$ cat config.mk
export PLATFORM = sky130hd
export DESIGN_NAME = cfpi_wide_mul
export DESIGN_NICKNAME = d
export VERILOG_FILES = /design/src/hw/rtl/assert_macros.svh /design/src/hw/rtl/cfpi_pkg.sv /design/src/hw/rtl/cfpi_wide_mul.sv
export SDC_FILE = /design/constraint.sdc
export NUM_CORES = 2
export LEC_CHECK = 0
export BUFFER_PORTS_ARGS = -buffer_cell sky130_fd_sc_hd__buf_2
export CORE_MARGIN = 2
export CORE_UTILIZATION = 40
export CTS_CLUSTER_SIZE = 28
export DETAILED_ROUTE_END_ITERATION = 10
export GPL_ROUTABILITY_DRIVEN = 1
export PLACE_DENSITY = 0.61
export SLEW_MARGIN = 30
export SYNTH_ARGS = -nofsm -noshare
export SYNTH_HDL_FRONTEND = slang
export SYNTH_SLANG_ARGS = --single-unit
$ cat constraint.sdc
create_clock -name clk -period 14.55 [get_ports clk]
set_clock_uncertainty 0.15 [all_clocks]
set_input_delay 1.455 -clock clk [delete_from_list [all_inputs] [get_ports clk]]
set_output_delay 1.455 -clock clk [all_outputs]
set_load 0.02 [all_outputs]
$ cat src/hw/rtl/assert_macros.svh
// Assertion macros shared by the interpolator RTL.
// Define SYNTH to compile them out; no other dependencies.
`ifndef ASSERT_MACROS_SVH
`define ASSERT_MACROS_SVH

`ifndef SYNTH
`define ASSERT_CLK(lbl, clk, prop, msg) \
  lbl: assert property (@(posedge clk) (prop)) else $error(msg);
`define ASSERT_CLKRST(lbl, clk, rstn, prop, msg) \
  lbl: assert property (@(posedge clk) disable iff (!(rstn)) (prop)) else $error(msg);
`else
`define ASSERT_CLK(lbl, clk, prop, msg)
`define ASSERT_CLKRST(lbl, clk, rstn, prop, msg)
`endif

`endif

$ cat src/hw/rtl/cfpi_pkg.sv
// Package for the four-point cubic interpolator: widths, payload and control types.
// No dependencies.
`default_nettype none

package cfpi_pkg;

  localparam int SAMPLE_BITS = 20;
  localparam int FRAC_BITS   = 16;
  localparam int OUT_BITS    = SAMPLE_BITS + 2;

  // forward differences
  localparam int D1_W = SAMPLE_BITS + 1;
  localparam int D2_W = SAMPLE_BITS + 2;
  localparam int D3_W = SAMPLE_BITS + 3;

  // t-1 and t-2 scaled by 2^FRAC_BITS
  localparam int H_W = FRAC_BITS + 1;
  localparam int K_W = FRAC_BITS + 2;

  // Horner intermediates
  localparam int A_W = SAMPLE_BITS + FRAC_BITS + 5;
  localparam int C_W = SAMPLE_BITS + 2 * FRAC_BITS + 6;
  localparam int X_W = SAMPLE_BITS + 3 * FRAC_BITS + 7;

  // offset numerator after the power-of-two shift, and the final sum
  localparam int Y_W = SAMPLE_BITS + 6;
  localparam int V_W = SAMPLE_BITS + 3;

  localparam int N_STAGES = 12;

  typedef struct packed {
    logic signed [SAMPLE_BITS-1:0] sample_0;
    logic signed [SAMPLE_BITS-1:0] sample_1;
    logic signed [SAMPLE_BITS-1:0] sample_2;
    logic signed [SAMPLE_BITS-1:0] sample_3;
    logic        [FRAC_BITS-1:0]   pos_frac;
  } in_item_t;

  typedef struct packed {
    logic signed [OUT_BITS-1:0] interp_value;
    logic                       saturated;
  } out_item_t;

  typedef struct packed {
    logic ld_pp;
    logic ld_sum;
  } mul_ctl_t;

  typedef struct packed {
    logic ld_mul;
    logic ld_corr;
    logic ld_sat;
    logic corr_vld;
    logic out_vld;
  } div_ctl_t;

endpackage

`default_nettype wire

$ cat src/hw/rtl/cfpi_wide_mul.sv
// Two-stage signed multiplier: wide operand split in halves, partial products
// registered, then summed. Depends on cfpi_pkg.
`default_nettype none

module cfpi_wide_mul #(
  parameter int WA = cfpi_pkg::A_W,
  parameter int WB = cfpi_pkg::H_W
) (
  input  wire logic                    clk,
  input  wire cfpi_pkg::mul_ctl_t      ctl,
  input  wire logic signed [WA-1:0]    a,
  input  wire logic signed [WB-1:0]    b,
  output logic signed [WA+WB-1:0]      prod
);

  localparam int LO = WA / 2;
  localparam int HI = WA - LO;
  localparam int PW = WA + WB;

  logic        [LO-1:0]    a_lo;
  logic signed [HI-1:0]    a_hi;
  logic signed [LO+WB:0]   pl_nxt, pl_r;
  logic signed [HI+WB-1:0] ph_nxt, ph_r;
  logic signed [PW-1:0]    prod_nxt, prod_r;

  assign a_lo = a[LO-1:0];
  assign a_hi = a[WA-1:LO];

  always_comb begin
    pl_nxt   = $signed({1'b0, a_lo}) * b;
    ph_nxt   = a_hi * b;
    prod_nxt = $signed({ph_r, {LO{1'b0}}}) + PW'(pl_r);
  end

  always_ff @(posedge clk) begin
    if (ctl.ld_pp) begin
      pl_r <= pl_nxt;
      ph_r <= ph_nxt;
    end
    if (ctl.ld_sum) begin
      prod_r <= prod_nxt;
    end
  end

  assign prod = prod_r;

endmodule

`default_nettype wire

==> metrics <==
vias post-DR=roughly 21000; routed length per instance=18.2 µm; main combinational cell family by area after synthesis=adder cells; Clock Latency Late Sink=~0.48 ns; Post-Syn Instances=approximately 3200; Placed Area=about 0.032 mm²; largest net degree at the start of global routing=59; clk slew on worst S/H paths=about 0.070 ns; top achievable clock speed=about 120 MHz; minimum clock period=a little over 8 ns; full die area=between 0.07 and 0.08 mm²; CTS H-tree depth=4; Nets=around 4200; startpoint types=input port; hold path cells=0; CTS tree=yes; Synth Area in XOR/XNOR=0.0292; post-synth top area cell=fa_1; Finished Cell Area=between 0.03 and 0.04 mm²; Final Max Tran Viols=0; vias per cell=a little over 5; hpwl dp=between 50000 and 60000 µm; Synth top area share=0.413; Max Cap Violations=0; #FFs+latches synth=134; CP Max Fanout=41; global-route wire length before repair=around 130000 µm; Clock Sinks=134; drt drc=0; Synth Area in Simple Gates=0.150; Avg Cell Area, Syn=9.58 µm²; Syn. warnings=0; sequential cell area fraction in the yosys report=0.133; Initial DRT Pass Iterations=6; clk root buf=clkbuf_16; Die W=279 µm; pin slew with the least headroom to its limit=just over 1 ns; largest cells by area after synthesis=fa_1 41%, edfxtp_1 13%, ha_1 11%; initial drt markers=~1400; Non-Filler Instances=roughly 4200; Worst EP required=roughly 15 ns; global-route usage over all layers=0.209; post-synthesis async set-or-reset flop share=0; total inserted antenna cells=0; Fin. Hold Viols=0; Crit. End Element=flop; Overflow after GRT=0; Initial Util=0.405; Port Buffers=around 120; Row Count=100; EDFF count, synth=134; initial antenna violation count=7; mux cell area share after synthesis=0.000990; compound-cell area share of the yosys netlist=0.0617; Core Area=0.0748 mm²; final WL=76100 µm; Cells after DPL=between 4000 and 5000; Post-synth top flop=edfxtp_1; Setup CP Type=in -> reg; top post-synthesis cells by count=721 x inv_1, 626 x fa_1, 408 x nand2_1, 301 x and2_1, 264 x ha_1; data arrival time of the worst path=8.14 ns; worst r2r path cells=10; RSZ-0062 raised after global routing=false; setup TNS=0 ns; Syn Nets=a little over 4000; Slew HR=0.318; most common cell in the netlist=inv_1; I/O Pins=119; Clock Path Buffers=2; Synth cell types=68; share of cells above drive strength 1=0.0587; TritonCTS buffer count=17; Synth Area in Adders=0.522; CTS Hold Buffers Added=0; setup violators final=0; vias in the first global route=23100; P&R area growth vs syn=6.91%; Mapped Area=0.0303 mm²; Die Span Y=~280 µm; Post-CTS Resized=0; GP Congestion=about 0.84; Setup Buffers After CTS=0; antenna-violating nets left=0; Hold Crit Class=reg -> reg; status=finished, final reports clean; crit share post-route=0.554
## sequential cells by signal (all words and copies together), names as in the netlist
signal	count
prod	58
pl_r	38
ph_r	38
## metal layers
metal / up-vias / routed length, µm / GRT usage / share of wire
met5: - / 46 / 0 / 0.00060
met4: 8 / 1830 / 0.0575 / 0.024
met3: 110 / 4600 / 0.0390 / 0.060
met2: 606 / 36800 / 0.352 / 0.48
met1: 11000 / 32900 / 0.275 / 0.43
li1: 9690 / - / - / -
## cell families (layout without fill, tap and decap cells)
group                    after synthesis  after routing
buffers and inverters                837            891
multiplexers                           3              3
flip-flops                           134            134
AO/OA/AOI/OAI                        277            277
adder cells (fa/ha/maj)              890            890
XOR/XNOR                             101            101
AND/OR/NAND/NOR                      926            926
## critical path, stage by stage
cell       delay (ns)
buf_2            0.76
nand2_1          0.15
fa_1             0.52
inv_1            0.05
fa_1             0.52
inv_1            0.05
fa_1             0.49
fa_1             0.55
inv_1            0.05
fa_1             0.49
fa_1             0.41
ha_1             0.36
a21o_1           0.22
nand2_1          0.06
nand2_1          0.05
a221oi_1         0.65
a21oi_1          0.28
o31ai_2          0.54
o2111ai_1        0.19
a21oi_1          0.20
xnor2_1          0.08
## path summary, 6_finish.rpt
| check | to | from | slack, ns |
|---|---|---|---|
| setup / recovery | ph_r[37] | b[4] | 6.48 |
| hold / removal | prod[4] | pl_r[4] | 0.27 |
| setup reg to reg | prod[56] | pl_r[29] | 10.67 |
| hold reg to reg | prod[4] | pl_r[4] | 0.27 |
## placed cells by master (no fill, tap or decap), drive strengths merged, types with 81 or more instances in the layout
cell / n
buf: 137
nor2: 84
edfxtp: 134
and2: 301
a21oi: 84
ha: 264
xnor2: 81
nand2: 408
inv: 725
fa: 626
## per-stage QoR
stage | setup WS (ns) | hold WS (ns) | utilization
after floorplan | 7.28 | 0.250 | -
after global placement | 6.17 | 0.251 | 0.426
after detailed placement | 6.14 | 0.255 | 0.426
after CTS | 6.61 | 0.269 | 0.433
after global routing | 6.17 | 0.272 | 0.433
final | 6.48 | 0.269 | 0.433
## area by class of cell
type	count	area [µm²]
inverters	722	2710
fillers	7343	42400
multi-input cells	2197	23200
flip-flops and latches	134	4020
clock inverters	14	149
clock buffers	18	429
well taps	969	1210
repair buffers	137	739
Power is left out: the tool's default activity adds up to more than one toggle a clock period on the data nets, which glitch-free logic cannot reach.
